**src/rtl/core/shift_array_list_engine_core_macros.svh**
```systemverilog
// Assertion macros used by the list engine execution unit.
`ifndef SHIFT_ARRAY_LIST_ENGINE_CORE_MACROS_SVH
`define SHIFT_ARRAY_LIST_ENGINE_CORE_MACROS_SVH

// Same-cycle implication, checked while out of reset.
`define SALE_ASSERT_IMP(lbl, clk, rst_n, ante, cons, msg) \
    lbl: assert property (@(posedge clk) disable iff (!rst_n) (ante) |-> (cons)) \
        else $error(msg);

// Next-cycle implication, checked while out of reset.
`define SALE_ASSERT_NXT(lbl, clk, rst_n, ante, cons, msg) \
    lbl: assert property (@(posedge clk) disable iff (!rst_n) (ante) |=> (cons)) \
        else $error(msg);

`endif

```
**src/rtl/core/sale_pkg.sv**
```systemverilog
// Shared types and constants of the list engine.
package sale_pkg;

    // Default number of list entries.
    localparam int DEPTH_DEF = 8;

    // Depth of the command queue between front and back; a power of two.
    localparam int Q_DEPTH = 2;
    localparam int Q_AW    = $clog2(Q_DEPTH);

    // Operation codes.
    localparam logic [2:0] OP_INSERT  = 3'd0;
    localparam logic [2:0] OP_DELETE  = 3'd1;
    localparam logic [2:0] OP_UPDATE  = 3'd2;
    localparam logic [2:0] OP_REVERSE = 3'd3;
    localparam logic [2:0] OP_SEARCH  = 3'd4;
    localparam logic [2:0] OP_DUMP    = 3'd5;

    // A classified command: the slot is the clamped 0-based position.
    typedef struct packed {
        logic [2:0]         op;
        logic [3:0]         slot;
        logic signed [31:0] value;
    } t_cmd;

endpackage

```
**src/rtl/core/shift_array_list_engine_core.sv**
```systemverilog
// Top level of the shift-array list engine.
//
//  Channel | Handshake                 | Fields
//  --------+---------------------------+-------------------------------------------------
//  input   | i_in_valid / o_in_ready   | i_op, i_position, i_value
//  output  | o_out_valid / i_out_ready | o_entry_value, o_entry_position, o_found, o_last
//
// A transfer reaches the execution unit via the front register and the command queue.
// Insert, delete, update and reverse are applied to the list as the command is taken.
// Search and dump first take the command, then rotate the list once through its head
// entry, registering a dump result on each rotation step and a search result on the last.
// A stalled output holds the rotation in place; the front end keeps taking a transfer
// per cycle while the command queue has room. Reset is synchronous and clears the list.
module shift_array_list_engine_core
    import sale_pkg::*;
#(
    parameter int DEPTH = DEPTH_DEF
) (
    input  logic               i_clk,
    input  logic               i_rst_n,
    input  logic               i_in_valid,
    output logic               o_in_ready,
    input  logic [2:0]         i_op,
    input  logic [3:0]         i_position,
    input  logic signed [31:0] i_value,
    output logic               o_out_valid,
    input  logic               i_out_ready,
    output logic signed [31:0] o_entry_value,
    output logic [3:0]         o_entry_position,
    output logic               o_found,
    output logic               o_last
);

    logic f_valid;
    logic f_ready;
    t_cmd f_cmd;
    logic q_valid;
    logic q_ready;
    t_cmd q_cmd;

    sale_front #(.DEPTH(DEPTH)) u_front (
        .i_clk       (i_clk),
        .i_rst_n     (i_rst_n),
        .i_in_valid  (i_in_valid),
        .o_in_ready  (o_in_ready),
        .i_op        (i_op),
        .i_position  (i_position),
        .i_value     (i_value),
        .o_cmd_valid (f_valid),
        .i_cmd_ready (f_ready),
        .o_cmd       (f_cmd)
    );

    sale_queue u_queue (
        .i_clk        (i_clk),
        .i_rst_n      (i_rst_n),
        .i_push_valid (f_valid),
        .o_push_ready (f_ready),
        .i_push_cmd   (f_cmd),
        .o_pop_valid  (q_valid),
        .i_pop_ready  (q_ready),
        .o_pop_cmd    (q_cmd)
    );

    sale_exec #(.DEPTH(DEPTH)) u_exec (
        .i_clk            (i_clk),
        .i_rst_n          (i_rst_n),
        .i_cmd_valid      (q_valid),
        .o_cmd_ready      (q_ready),
        .i_cmd            (q_cmd),
        .o_out_valid      (o_out_valid),
        .i_out_ready      (i_out_ready),
        .o_entry_value    (o_entry_value),
        .o_entry_position (o_entry_position),
        .o_found          (o_found),
        .o_last           (o_last)
    );

endmodule

```
**src/rtl/core/sale_front.sv**
```systemverilog
// Front end: accepts items, drops unknown opcodes and clamps the position.
module sale_front
    import sale_pkg::*;
#(
    parameter int DEPTH = DEPTH_DEF
) (
    input  logic               i_clk,
    input  logic               i_rst_n,
    input  logic               i_in_valid,
    output logic               o_in_ready,
    input  logic [2:0]         i_op,
    input  logic [3:0]         i_position,
    input  logic signed [31:0] i_value,
    output logic               o_cmd_valid,
    input  logic               i_cmd_ready,
    output t_cmd               o_cmd
);

    logic       r_valid;
    t_cmd       r_cmd;
    logic       op_known;
    logic [3:0] pos_clamped;

    // The stage takes a transfer when it is empty or drains this cycle.
    assign o_in_ready = !r_valid || i_cmd_ready;

    // Decode the opcode; spare codes change nothing and are dropped here.
    always_comb begin
        case (i_op)
            OP_INSERT, OP_DELETE, OP_UPDATE,
            OP_REVERSE, OP_SEARCH, OP_DUMP: op_known = 1'b1;
            default:                       op_known = 1'b0;
        endcase
    end

    // Clamp the 1-based position into 1..DEPTH.
    always_comb begin
        pos_clamped = i_position;
        if (pos_clamped == 4'd0) begin
            pos_clamped = 4'd1;
        end
        if (int'(pos_clamped) > DEPTH) begin
            pos_clamped = 4'(DEPTH);
        end
    end

    // Command register.
    always_ff @(posedge i_clk) begin
        if (!i_rst_n) begin
            r_valid <= 1'b0;
        end else if (o_in_ready) begin
            r_valid <= i_in_valid && op_known;
        end
    end

    always_ff @(posedge i_clk) begin
        if (o_in_ready && i_in_valid) begin
            r_cmd.op    <= i_op;
            r_cmd.slot  <= pos_clamped - 4'd1;
            r_cmd.value <= i_value;
        end
    end

    assign o_cmd_valid = r_valid;
    assign o_cmd       = r_cmd;

endmodule

```
**src/rtl/core/sale_queue.sv**
```systemverilog
// Short command queue that decouples the front end from the execution unit.
module sale_queue
    import sale_pkg::*;
(
    input  logic i_clk,
    input  logic i_rst_n,
    input  logic i_push_valid,
    output logic o_push_ready,
    input  t_cmd i_push_cmd,
    output logic o_pop_valid,
    input  logic i_pop_ready,
    output t_cmd o_pop_cmd
);

    t_cmd              r_mem [Q_DEPTH];
    logic [Q_AW-1:0]   r_wp;
    logic [Q_AW-1:0]   r_rp;
    logic [Q_AW:0]     r_cnt;
    logic              push;
    logic              pop;

    assign o_push_ready = (r_cnt != (Q_AW + 1)'(Q_DEPTH));
    assign o_pop_valid  = (r_cnt != '0);
    assign push         = i_push_valid && o_push_ready;
    assign pop          = o_pop_valid && i_pop_ready;
    assign o_pop_cmd    = r_mem[r_rp];

    // Pointers and fill count.
    always_ff @(posedge i_clk) begin
        if (!i_rst_n) begin
            r_wp  <= '0;
            r_rp  <= '0;
            r_cnt <= '0;
        end else begin
            if (push) begin
                r_wp <= r_wp + 1'b1;
            end
            if (pop) begin
                r_rp <= r_rp + 1'b1;
            end
            case ({push, pop})
                2'b10:   r_cnt <= r_cnt + 1'b1;
                2'b01:   r_cnt <= r_cnt - 1'b1;
                default: r_cnt <= r_cnt;
            endcase
        end
    end

    // Storage.
    always_ff @(posedge i_clk) begin
        if (push) begin
            r_mem[r_wp] <= i_push_cmd;
        end
    end

endmodule

```
**src/rtl/core/sale_exec.sv**
```systemverilog
// Execution unit: holds the shift array and carries out one command at a time.
module sale_exec
    import sale_pkg::*;
#(
    parameter int DEPTH = DEPTH_DEF
) (
    input  logic               i_clk,
    input  logic               i_rst_n,
    input  logic               i_cmd_valid,
    output logic               o_cmd_ready,
    input  t_cmd               i_cmd,
    output logic               o_out_valid,
    input  logic               i_out_ready,
    output logic signed [31:0] o_entry_value,
    output logic [3:0]         o_entry_position,
    output logic               o_found,
    output logic               o_last
);

    `include "shift_array_list_engine_core_macros.svh"

    localparam int IW = $clog2(DEPTH);

    typedef enum logic [1:0] {
        ST_IDLE = 2'b01,
        ST_SCAN = 2'b10
    } t_exec_state;

    t_exec_state        r_state, n_state;
    logic signed [31:0] r_entries [DEPTH];
    logic signed [31:0] n_entries [DEPTH];
    logic [IW-1:0]      r_cnt;
    logic               r_is_dump;
    logic signed [31:0] r_key;
    logic               r_hit;
    logic [3:0]         r_hit_pos;
    logic               r_out_valid;
    logic signed [31:0] r_out_value;
    logic [3:0]         r_out_pos;
    logic               r_out_found;
    logic               r_out_last;

    logic               out_free;
    logic               take;
    logic               step;
    logic               scan_end;
    logic               match;
    logic [IW:0]        pos_full;
    logic [3:0]         pos_now;

    assign out_free    = !r_out_valid || i_out_ready;
    assign o_cmd_ready = (r_state == ST_IDLE);
    assign take        = i_cmd_valid && o_cmd_ready;
    assign step        = (r_state == ST_SCAN) && out_free;
    assign scan_end    = (r_cnt == IW'(DEPTH - 1));
    assign match       = (r_entries[0] == r_key);
    assign pos_full    = {1'b0, r_cnt} + 1'b1;
    assign pos_now     = 4'(pos_full);

    // Next contents of the list: direct edits for a taken command, or a rotate by one place
    // while scanning so that the head entry is always the one examined.
    always_comb begin
        for (int i = 0; i < DEPTH; i++) begin
            n_entries[i] = r_entries[i];
        end
        if (take) begin
            case (i_cmd.op)
                OP_INSERT: begin
                    for (int i = 1; i < DEPTH; i++) begin
                        if (i > int'(i_cmd.slot)) begin
                            n_entries[i] = r_entries[i-1];
                        end
                    end
                    for (int i = 0; i < DEPTH; i++) begin
                        if (i == int'(i_cmd.slot)) begin
                            n_entries[i] = i_cmd.value;
                        end
                    end
                end
                OP_DELETE: begin
                    for (int i = 0; i < DEPTH - 1; i++) begin
                        if (i >= int'(i_cmd.slot)) begin
                            n_entries[i] = r_entries[i+1];
                        end
                    end
                    n_entries[DEPTH-1] = '0;
                end
                OP_UPDATE: begin
                    for (int i = 0; i < DEPTH; i++) begin
                        if (i == int'(i_cmd.slot)) begin
                            n_entries[i] = i_cmd.value;
                        end
                    end
                end
                OP_REVERSE: begin
                    for (int i = 0; i < DEPTH; i++) begin
                        n_entries[i] = r_entries[DEPTH-1-i];
                    end
                end
                default: begin
                end
            endcase
        end else if (step) begin
            for (int i = 0; i < DEPTH - 1; i++) begin
                n_entries[i] = r_entries[i+1];
            end
            n_entries[DEPTH-1] = r_entries[0];
        end
    end

    // Sequencer: search and dump walk the list once, everything else leaves it idle.
    always_comb begin
        n_state = r_state;
        case (r_state)
            ST_IDLE: begin
                if (take && (i_cmd.op == OP_SEARCH || i_cmd.op == OP_DUMP)) begin
                    n_state = ST_SCAN;
                end
            end
            ST_SCAN: begin
                if (step && scan_end) begin
                    n_state = ST_IDLE;
                end
            end
            default: n_state = ST_IDLE;
        endcase
    end

    // List storage, cleared to zero at reset.
    always_ff @(posedge i_clk) begin
        if (!i_rst_n) begin
            for (int i = 0; i < DEPTH; i++) begin
                r_entries[i] <= '0;
            end
        end else begin
            for (int i = 0; i < DEPTH; i++) begin
                r_entries[i] <= n_entries[i];
            end
        end
    end

    // Control state and scan counter.
    always_ff @(posedge i_clk) begin
        if (!i_rst_n) begin
            r_state <= ST_IDLE;
            r_cnt   <= '0;
            r_hit   <= 1'b0;
        end else begin
            r_state <= n_state;
            if (take) begin
                r_cnt <= '0;
                r_hit <= 1'b0;
            end else if (step) begin
                r_cnt <= scan_end ? '0 : r_cnt + 1'b1;
                if (!r_is_dump && match) begin
                    r_hit <= 1'b1;
                end
            end
        end
    end

    // Scan payload: operation kind, search key and first match position.
    always_ff @(posedge i_clk) begin
        if (take) begin
            r_is_dump <= (i_cmd.op == OP_DUMP);
            r_key     <= i_cmd.value;
        end
        if (step && !r_hit && match) begin
            r_hit_pos <= pos_now;
        end
    end

    // Output register: a dump emits on every step, a search on its last one.
    always_ff @(posedge i_clk) begin
        if (!i_rst_n) begin
            r_out_valid <= 1'b0;
        end else if (step && (r_is_dump || scan_end)) begin
            r_out_valid <= 1'b1;
        end else if (i_out_ready) begin
            r_out_valid <= 1'b0;
        end
    end

    always_ff @(posedge i_clk) begin
        if (step && (r_is_dump || scan_end)) begin
            r_out_last <= scan_end;
            if (r_is_dump) begin
                r_out_value <= r_entries[0];
                r_out_pos   <= pos_now;
                r_out_found <= 1'b0;
            end else begin
                r_out_value <= r_key;
                r_out_found <= r_hit || match;
                if (r_hit) begin
                    r_out_pos <= r_hit_pos;
                end else if (match) begin
                    r_out_pos <= pos_now;
                end else begin
                    r_out_pos <= 4'd0;
                end
            end
        end
    end

    assign o_out_valid      = r_out_valid;
    assign o_entry_value    = r_out_value;
    assign o_entry_position = r_out_pos;
    assign o_found          = r_out_found;
    assign o_last           = r_out_last;

    // The scan counter rests at zero between commands.
    `SALE_ASSERT_IMP(a_cnt_idle, i_clk, i_rst_n, r_state == ST_IDLE, r_cnt == '0, "scan counter not at rest")
    // A search hit always closes its command.
    `SALE_ASSERT_IMP(a_found_last, i_clk, i_rst_n, o_out_valid && o_found, o_last, "found without last")
    // The final scan step leaves a last result and an idle sequencer.
    `SALE_ASSERT_NXT(a_scan_close, i_clk, i_rst_n, step && scan_end, (r_state == ST_IDLE) && o_out_valid && o_last, "scan did not close")

endmodule
```
**config.mk**
```make
export PLATFORM = sky130hd
export DESIGN_NAME = shift_array_list_engine_core
export DESIGN_NICKNAME = d
export VERILOG_FILES = /design/src/rtl/core/sale_pkg.sv /design/src/rtl/core/shift_array_list_engine_core.sv /design/src/rtl/core/sale_front.sv /design/src/rtl/core/sale_queue.sv /design/src/rtl/core/sale_exec.sv
export VERILOG_INCLUDE_DIRS = /design/src /design/src/rtl/core
export SDC_FILE = /design/constraint.sdc
export NUM_CORES = 1
export LEC_CHECK = 0
export ABC_AREA = 1
export BUFFER_PORTS_ARGS = -buffer_cell sky130_fd_sc_hd__buf_2
export CAP_MARGIN = 20
export CORE_MARGIN = 2
export CORE_UTILIZATION = 40
export DETAILED_ROUTE_END_ITERATION = 12
export GPL_TIMING_DRIVEN = 1
export PLACE_DENSITY_LB_ADDON = 0.3
export SLEW_MARGIN = 20
export SYNTH_ARGS = -nofsm -noshare
export SYNTH_HDL_FRONTEND = slang
export SYNTH_HIERARCHICAL = 1
export SYNTH_SLANG_ARGS = --single-unit
```
**constraint.sdc**
```tcl
create_clock -name i_clk -period 11.4 [get_ports i_clk]
set_input_delay 0.57 -clock i_clk [delete_from_list [all_inputs] [get_ports i_clk]]
set_output_delay 0.57 -clock i_clk [all_outputs]
set_load 0.005 [all_outputs]
```
-- After elaboration in Yosys (flattened, before gate mapping)
Memory sizes are Yosys's and may differ from the RTL's. A register that Yosys moved wholly into a read port is not among the register bits.
Index checks and enable logic that the tools add are counted.
- RAM bits: 334
- memories kept: 2
- output and inout port bits: 40
- register bits: 126
- word-level logic and storage cells: 168
- add/sub/neg operators: 7
- bitwise logic cells: 9
- reduce and logical (&&, ||, !) cells: 31
- mux-type cells: 60
- order comparisons: 15
- equality and inequality tests: 26
- memory list (memory ; depth ; bits a word ; read ports ; clocked after Yosys merged registers in ; wr ports ; line ; source):
    u_exec.r_entries ; 8 ; 32 ; 8 ; 0 ; 8 ; sale_exec.sv:30 ; logic signed [31:0] r_entries [DEPTH];
    u_queue.r_mem ; 2 ; 39 ; 1 ; 1 ; 1 ; sale_queue.sv:15 ; t_cmd r_mem [Q_DEPTH];
- operator list (operator ; count):
    $mux W32 ; 38
    $pmux W256 S4 ; 1
    $mux W256 ; 2
    $eq A32 B32 Y1 ; 1
    $mux W4 ; 5
    $eq A4 B4 Y1 const A ; 4
    $gt A3 B4 Y1 const A ; 4
    $eq A3 B3 Y1 const B ; 5
    $eq A3 B2 Y1 const B ; 4
    $ge A3 B4 Y1 const A ; 3
    $logic_and A1 B1 Y1 ; 11
    $mux W1 ; 9
    $eq A3 B4 Y1 const A ; 2
    $ge A1 B4 Y1 const A ; 2
    $ge A2 B4 Y1 const A ; 2
    $gt A2 B4 Y1 const A ; 2
    $logic_not A4 Y1 ; 2
    $or A1 B1 Y1 ; 8
    $pmux W2 S2 ; 2
    $eq A3 B1 Y1 const B ; 2
    $logic_not A3 Y1 ; 2
    $ne A2 B2 Y1 const B ; 3
    $reduce_bool A2 Y1 ; 3
    $reduce_or A6 Y1 ; 1
    18 further kinds ; 30

-- Logic depth before layout (Yosys ltp)
Gate-level depths: netlist (run 1).
- word-level depth: 6
- gate-level depth with buffers: 15
- gate-level depth less buffers: 12

-- Modules after synthesis
The synthesis (run 1) kept the hierarchy.
- modules (own cells, without submodules) (module ; cells each ; area each (µm²) ; instances):
    sale_exec ; 3840 ; 22987.0 ; 1
    sale_queue ; 157 ; 3095.5 ; 1
    sale_front ; 58 ; 1283.7 ; 1

-- Worst setup path before layout (run 1)
OpenSTA, ideal clock, no wires.
- path kind: input to register
- start point: input i_in_valid
- end point: register u_front.r_cmd (netlist bit u_front/o_cmd[0]) (enable)
- setup time: 0.496 ns
- setup slack: 7.454 ns
- data arrival time: 3.451 ns
- buffers on the path: 0
- required time: 10.904 ns
- cell stages on the path: 1
- cell sequence: a21boi_0
- cells in the longest elaborated chain, start to end: 1
- ends and longest elaborated chain (what ; line ; source):
    start, declared ; shift_array_list_engine_core.sv:21 ; input logic i_in_valid,
    $logic_and A1 B1 Y1 ; sale_front.sv:57 ; if (o_in_ready && i_in_valid) begin
    end, declared ; sale_front.sv:20 ; t_cmd r_cmd;
Every way passes these cells.
A chain may end at the register's enable or synchronous reset.

==> flow_summary.toml, run 1 <==
[outcome]
status = "finished clean"

[layout]
layout_commonest_cell = "nand2_1"
layoutNonFillerInstCount = 4868
design.final.nets = 3999
final_layout_size_suffix_gt1_share_pct = 7.885
synthToLayoutAreaGrowth_pct = 10.07
antennaDiodeCount = 0
mostFrequentLayoutCells = "1,006 x nand2_1, 621 x nor2_1, 509 x o21ai_0"

[yosys]
synth_top_cell_by_area = "edfxtp_1"
per_instance_average_area_after_synthesis_um2 = 6.749
ys_seq_elements = 461
synthesis.yosys.warnings = 6
synth_async_sr_flop_share_pct = 0
synth.area.top_cells = "edfxtp_1 21%, dfxtp_1 20%, nand2_1 14%, o21ai_0 9.3%, nor2_1 8.6%"
yosysSeqAreaShare_pct = 40.75
synth_nets = 4102
postSynthCellCount = 4055
postSynth.topFlopCell = "dfxtp_1"
netlist_area_um2 = 27370
yosysUniqueCellTypes = 39
synth_top_area_share_pct = 21.07
number_of_flops_mapped_to_enable_cells_by_yosys = 192

[placement]
port_buffers = 82
finalWeightedCongestion = 0.8429
place_inst = 4772
dp_hpwl_um = 52830

[floorplan]
die_w_um = 265.6
floorplan.io_pins = 83
die_height_um = 265.6
floorplan.initialDensity_pct = 40.61
core-area_um2 = 67400
die_area_um2 = 70520
rows = 95

[worst_setup_path]
critical_path.max_stage_delay_ns = 0.86
worst_r2r_path_depth = 11
worstSetupPathType = "flop to flop"
worstPathArrival_ns = 4.97
crit_path_cell_trace = "buf_4, mux2_2, inv_2, nand2_1, nor2_4, buf_4, buf_4, a22oi_1, nand3_1, nand3_1, a21oi_1"
worst_setup_path_end_kind = "flop"
crit-reg2reg-capture = "u_exec/r_entries[0][19]$_SDFFE_PN0P_"
crit_buf_inv = 4
r2r_setup_slack_ns = 6.97
critical_path.most_common_cell = "buf_4"
start_kind = "flop"
cp.required_ns = 11.93
worstSetupPathDepth = 11
crit_path_top_delay_cell = "buf_4"
worst_path_dominant_cell_family = "buffers and inverters"
timing.critical_path.fanout_max = 73

[power_and_ir_drop]
powerDensity_nw_per_um2 = 335.5
vdd.ir_drop.worst_mv = 0.2317
total_leakage_power_nw = 12.58
report.power.total_mw = 10.10

[sta]
whs_ns = 0.1184
hold_viol = 0
final_min_period_over_clock_period_pct = 38.90
slew-limit-headroom_pct = 27.18
timing.fmax_ghz = 0.2255
slew_violations = 0
setup_violations = 0
clock-skew-final_ns = 0.03341
setup-tns-final_ns = 0
worst_slew_pin_tran_ns = 1.092
finalCriticalPeriod_ns = 4.435
rsz_0062_raised_after_global_routing = "false"

[detailed_routing]
detailedRoute.firstPassIterationCount = 6
wire_per_inst_um = 19.49
via_density = 5.643
detail_route.wirelength_um = 94860
remaining_drc_errors = 0
initialDrtViolationCount = 3232
ant_nets = 0
route.vias.total = 27470

[min_path]
hold_path_startpoint = "i_value[29]"
min_path_type = "primary input to flop"
worstHoldEndpoint = "u_front/o_cmd[29]$_DFFE_PP_"
hold_depth = 1

[cts]
postCtsResizedCells = 0
cts_sinks = 461
postCtsSetupBuffers = 0
cts_max_level = 2
cts_buffer_depth = 3
clock_tree_from_tritoncts = "done"
cts-root-buf = "clkbuf_16"
ctsHoldBuffers = 0
clkTransAtPathRegs_ns = 0.06
clock_latency_ns = 0.63
cts-buffers-inserted = 51

[global_routing]
initial_antenna_violation_count = 0
pin_count_of_the_biggest_net_entering_global_routing = 210
groute.usage.overall_pct = 26.33
grt_first_pass_wirelength_um = 145900
grt_pass1_vias = 24660
globalRouteOverflowTotal = 0

[run]
cap_violations = 0
area by class of cell:
class,instances,area [um^2]
Clock buffer,65,1360
Clock inverter,31,459.2
Fill cell,6859,37270
Inverter,317,1195
Multi-Input combinational cell,2991,14020
Sequential cell,461,11150
Tap cell,873,1092
Timing Repair Buffer,130,842.1
through the flow:
step                instance area [um^2]  utilization (%)  setup slack, ns
global placement                   28240            41.90            6.768
floorplan                          27370                -            7.454
CTS                                30120            44.69            7.061
finish                             30120            44.69            6.965
detailed placement                 28300            41.99            7.105
global route                       30120            44.69            6.721
state kept, by name (all words and copies together) (netlist names), 3 cells and up, named ones only:
register,cells
u_exec/o_entry_position,4
u_exec/o_entry_value,32
u_exec/r_cnt,3
u_exec/r_entries,256
u_exec/r_hit_pos,4
u_exec/r_key,32
u_front/o_cmd,39
u_queue/r_mem,78
how the worst max path moves through the flow:
stage                           from                              endpoint
after CTS                       flop  u_exec/r_entries[0][20]$_SDFFE_PN0P_
after floorplan           i_in_valid            u_front/o_cmd[0]$_DFFE_PP_
final                           flop  u_exec/r_entries[0][19]$_SDFFE_PN0P_
after global placement          flop  u_exec/r_entries[0][91]$_SDFFE_PN0P_
after global routing            flop  u_exec/r_entries[0][17]$_SDFFE_PN0P_
after detailed placement        flop  u_exec/r_entries[0][20]$_SDFFE_PN0P_
synth_stat cells, types with 29 or more instances:
| library cell | instances |
|---|---|
| a22oi_1 | 32 |
| nand4_1 | 32 |
| nor2_1 | 626 |
| a21oi_1 | 288 |
| mux2_2 | 29 |
| a31oi_1 | 93 |
| dfxtp_1 | 269 |
| clkbuf_1 | 197 |
| nand3_1 | 161 |
| or2_2 | 31 |
| nand2_1 | 1018 |
| buf_1 | 30 |
| edfxtp_1 | 192 |
| o21ai_0 | 509 |
| o211ai_1 | 91 |
| buf_2 | 51 |
| inv_1 | 311 |
metal layers:
metal / GRT usage, % / vias up / wire, um
met5: 0 / - / 0
met4: 8.505 / 0 / 3049
met3: 5.193 / 200 / 10100
met2: 41.55 / 1502 / 42110
met1: 36.14 / 12570 / 39590
li1: - / 13200 / -
worst register-to-register path, cell delays in order, from the launching register on:
cell and delay (ns):
dfxtp_2 0.33, buf_4 0.44, mux2_2 0.46, inv_2 0.18
nand2_1 0.15, nor2_4 0.51, buf_4 0.80, buf_4 0.89
a22oi_1 0.23, nand3_1 0.12, nand3_1 0.09, a21oi_1 0.14
report_power, final:
group	total [mW]	internal (mW)	leakage (nW)	switching, mW
clock network	1.82	1.11	0.876	0.706
logic	5.39	1.61	7.70	3.77
registers	2.90	2.34	4.00	0.556
total	10.1	5.07	12.6	5.03
cell families after synthesis:
kind of cell	share of synthesized area [%]
AO/OA/AOI/OAI	20.64
flip-flops	40.75
other	0.01370
adder cells (fa/ha/maj)	0.1829
AND/OR/NAND/NOR	27.38
multiplexers	1.742
XOR/XNOR	0.6721
buffers and inverters	8.618
(Power assumes the default switching activity.)
==> inputs of run 2 (changes only) <==
==> constraint.sdc (replaced) <==
create_clock -name i_clk -period 3.7 [get_ports i_clk]
set_input_delay 0.185 -clock i_clk [delete_from_list [all_inputs] [get_ports i_clk]]
set_output_delay 0.185 -clock i_clk [all_outputs]
set_load 0.005 [all_outputs]
==> flow_summary.toml, run 2 (same netlist as run 1, synthesis figures left out) <==
[sta]
setup_violations = 0
hold_viol = 0
timing.fmax_ghz = 0.3429
final_min_period_over_clock_period_pct = 78.82
slew-limit-headroom_pct = 36.89
worst_slew_pin_tran_ns = 0.9367
clock-skew-final_ns = 0.02060
slew_violations = 0
setup-tns-final_ns = 0
rsz_0062_raised_after_global_routing = "false"
finalCriticalPeriod_ns = 2.916

[detailed_routing]
ant_nets = 0
initialDrtViolationCount = 3566
route.vias.total = 27570
via_density = 5.586
detail_route.wirelength_um = 94530
wire_per_inst_um = 19.16
detailedRoute.firstPassIterationCount = 6
remaining_drc_errors = 0

[placement]
dp_hpwl_um = 54860
port_buffers = 82
finalWeightedCongestion = 0.8579

[layout]
final_core_util_pct = 46.01
antennaDiodeCount = 0
design.final.nets = 4067
regMostFlops = "u_exec/r_entries"
synthToLayoutAreaGrowth_pct = 13.31
layout_commonest_cell = "nand2_1"
final_layout_size_suffix_gt1_share_pct = 8.813
max_ffs_per_register = 256
mostFrequentLayoutCells = "1,006 x nand2_1, 621 x nor2_1, 509 x o21ai_0"

[min_path]
hold_depth = 5
min_path_type = "primary input to flop"

[floorplan]
rows = 95
die_area_um2 = 70520
die_height_um = 265.6
floorplan.initialDensity_pct = 40.61
die_w_um = 265.6
floorplan.io_pins = 83
core-area_um2 = 67400

[power_and_ir_drop]
swShare_pct = 49.29
total_leakage_power_nw = 12.99
powerDensity_nw_per_um2 = 1018
seqPwrFrac_pct = 28.2
power.switching_mw = 15.56
vdd.ir_drop.worst_mv = 1.162
pwr-share-clk_pct = 18.4
combPwrFrac_pct = 53.5
p_int_mw = 16.01

[worst_setup_path]
cp.required_ns = 4.20
crit_path_cell_trace = "mux2_2, nor2_1, nand2_2, buf_4, nand2_1, nand2_1, inv_2, buf_12, nand2_1, nor2_1, nor2_1"
worstPathArrival_ns = 3.42
r2r_setup_slack_ns = 0.78
worst_r2r_path_depth = 11
critical_path.max_stage_delay_ns = 0.53
timing.critical_path.fanout_max = 64
start_kind = "flop"
worst_setup_path_end_kind = "flop"
crit_path_top_delay_cell = "dfxtp_2"
worstSetupPathType = "flop to flop"

[cts]
cts-buffers-inserted = 52
cts_max_level = 2
clock_latency_ns = 0.61
cts_buffer_depth = 3
postCtsResizedCells = 0
clkTransAtPathRegs_ns = 0.06
clock_tree_from_tritoncts = "done"
ctsHoldBuffers = 41
cts-root-buf = "clkbuf_16"
cts_sinks = 461
postCtsSetupBuffers = 0

[global_routing]
groute.usage.overall_pct = 26.34
initial_antenna_violation_count = 3
pin_count_of_the_biggest_net_entering_global_routing = 180
globalRouteOverflowTotal = 0
grt_pass1_vias = 24950
grt_first_pass_wirelength_um = 146500

[run]
cap_violations = 0

[outcome]
status = "finished clean"
[run 2: cell count changes in the layout (fill, tap and decap cells not counted), moves of 5 or more]
cell	previous run	this run
clkinvlp_4	1	6
clkbuf_1	12	3
buf_12	2	23
clkinv_1	12	4
clkinv_2	4	12
dlygate4sd3_1	0	41
buf_4	44	51
[run 2: final cells by class]
type,count,area (um^2)
Fill cell,6730,36390
Multi-Input combinational cell,2991,14010
Sequential cell,461,11150
Timing Repair Buffer,197,1670
Clock buffer,59,1379
Inverter,317,1195
Tap cell,873,1092
Clock inverter,37,509.2
[run 2: path summary, 6_finish.rpt]
kind	start	end
max reg2reg	flop	u_exec/r_entries[0][53]$_SDFFE_PN0P_
max	flop	u_exec/r_entries[0][53]$_SDFFE_PN0P_
min	i_position[3]	u_front/o_cmd[34]$_DFFE_PP_
min reg2reg	u_front/o_cmd[16]$_DFFE_PP_	u_queue/r_mem[0][16]$_DFFE_PP_
[run 2: per-layer routing]
metal  part of all wire (%)  routed length (um)  vias up  track usage, %
met5                  0.012                  11        -               0
met4                    3.3                3086        2           8.658
met3                     11               10110      225           5.416
met2                     44               41230     1403           41.47
met1                     42               40100    12580           36.05
li1                       -                   -    13360               -
[run 2: worst max-delay path, delay by kind of cell (launching register included)]
family	cells	cell delay (ns)
flops	1	0.53
mux	1	0.40
simple gates	7	1.11
buf+inv	3	0.75
[run 2: power by group through the flow]
| stage | clock [mW] | sequential [mW] | combinational [mW] |
|---|---|---|---|
| finish | 5.80 | 8.89 | 16.9 |
| global route | 6.06 | 9.10 | 18.8 |
| CTS | 5.90 | 8.81 | 16.5 |
| detailed placement | 0 | 8.90 | 16.4 |
| global placement | 0 | 8.90 | 16.3 |
| floorplan | 0 | 8.41 | 11.8 |
[run 2: stage by stage]
step | instances | power (mW) | setup WS [ns] | hold slack, ns | area, um^2
after floorplan | 4055 | 20.17 | 0.6443 | 0.2839 | 27370
after global placement | 4798 | 25.19 | 0.9102 | 0.3634 | 28710
after CTS | 4935 | 31.23 | 0.8539 | 0.008100 | 31010
after detailed placement | 4798 | 25.31 | 0.8605 | 0.3632 | 28710
final | 4935 | 31.57 | 0.7836 | 0.01079 | 31010
after global routing | 4935 | 33.92 | 0.5706 | 0.04644 | 31010
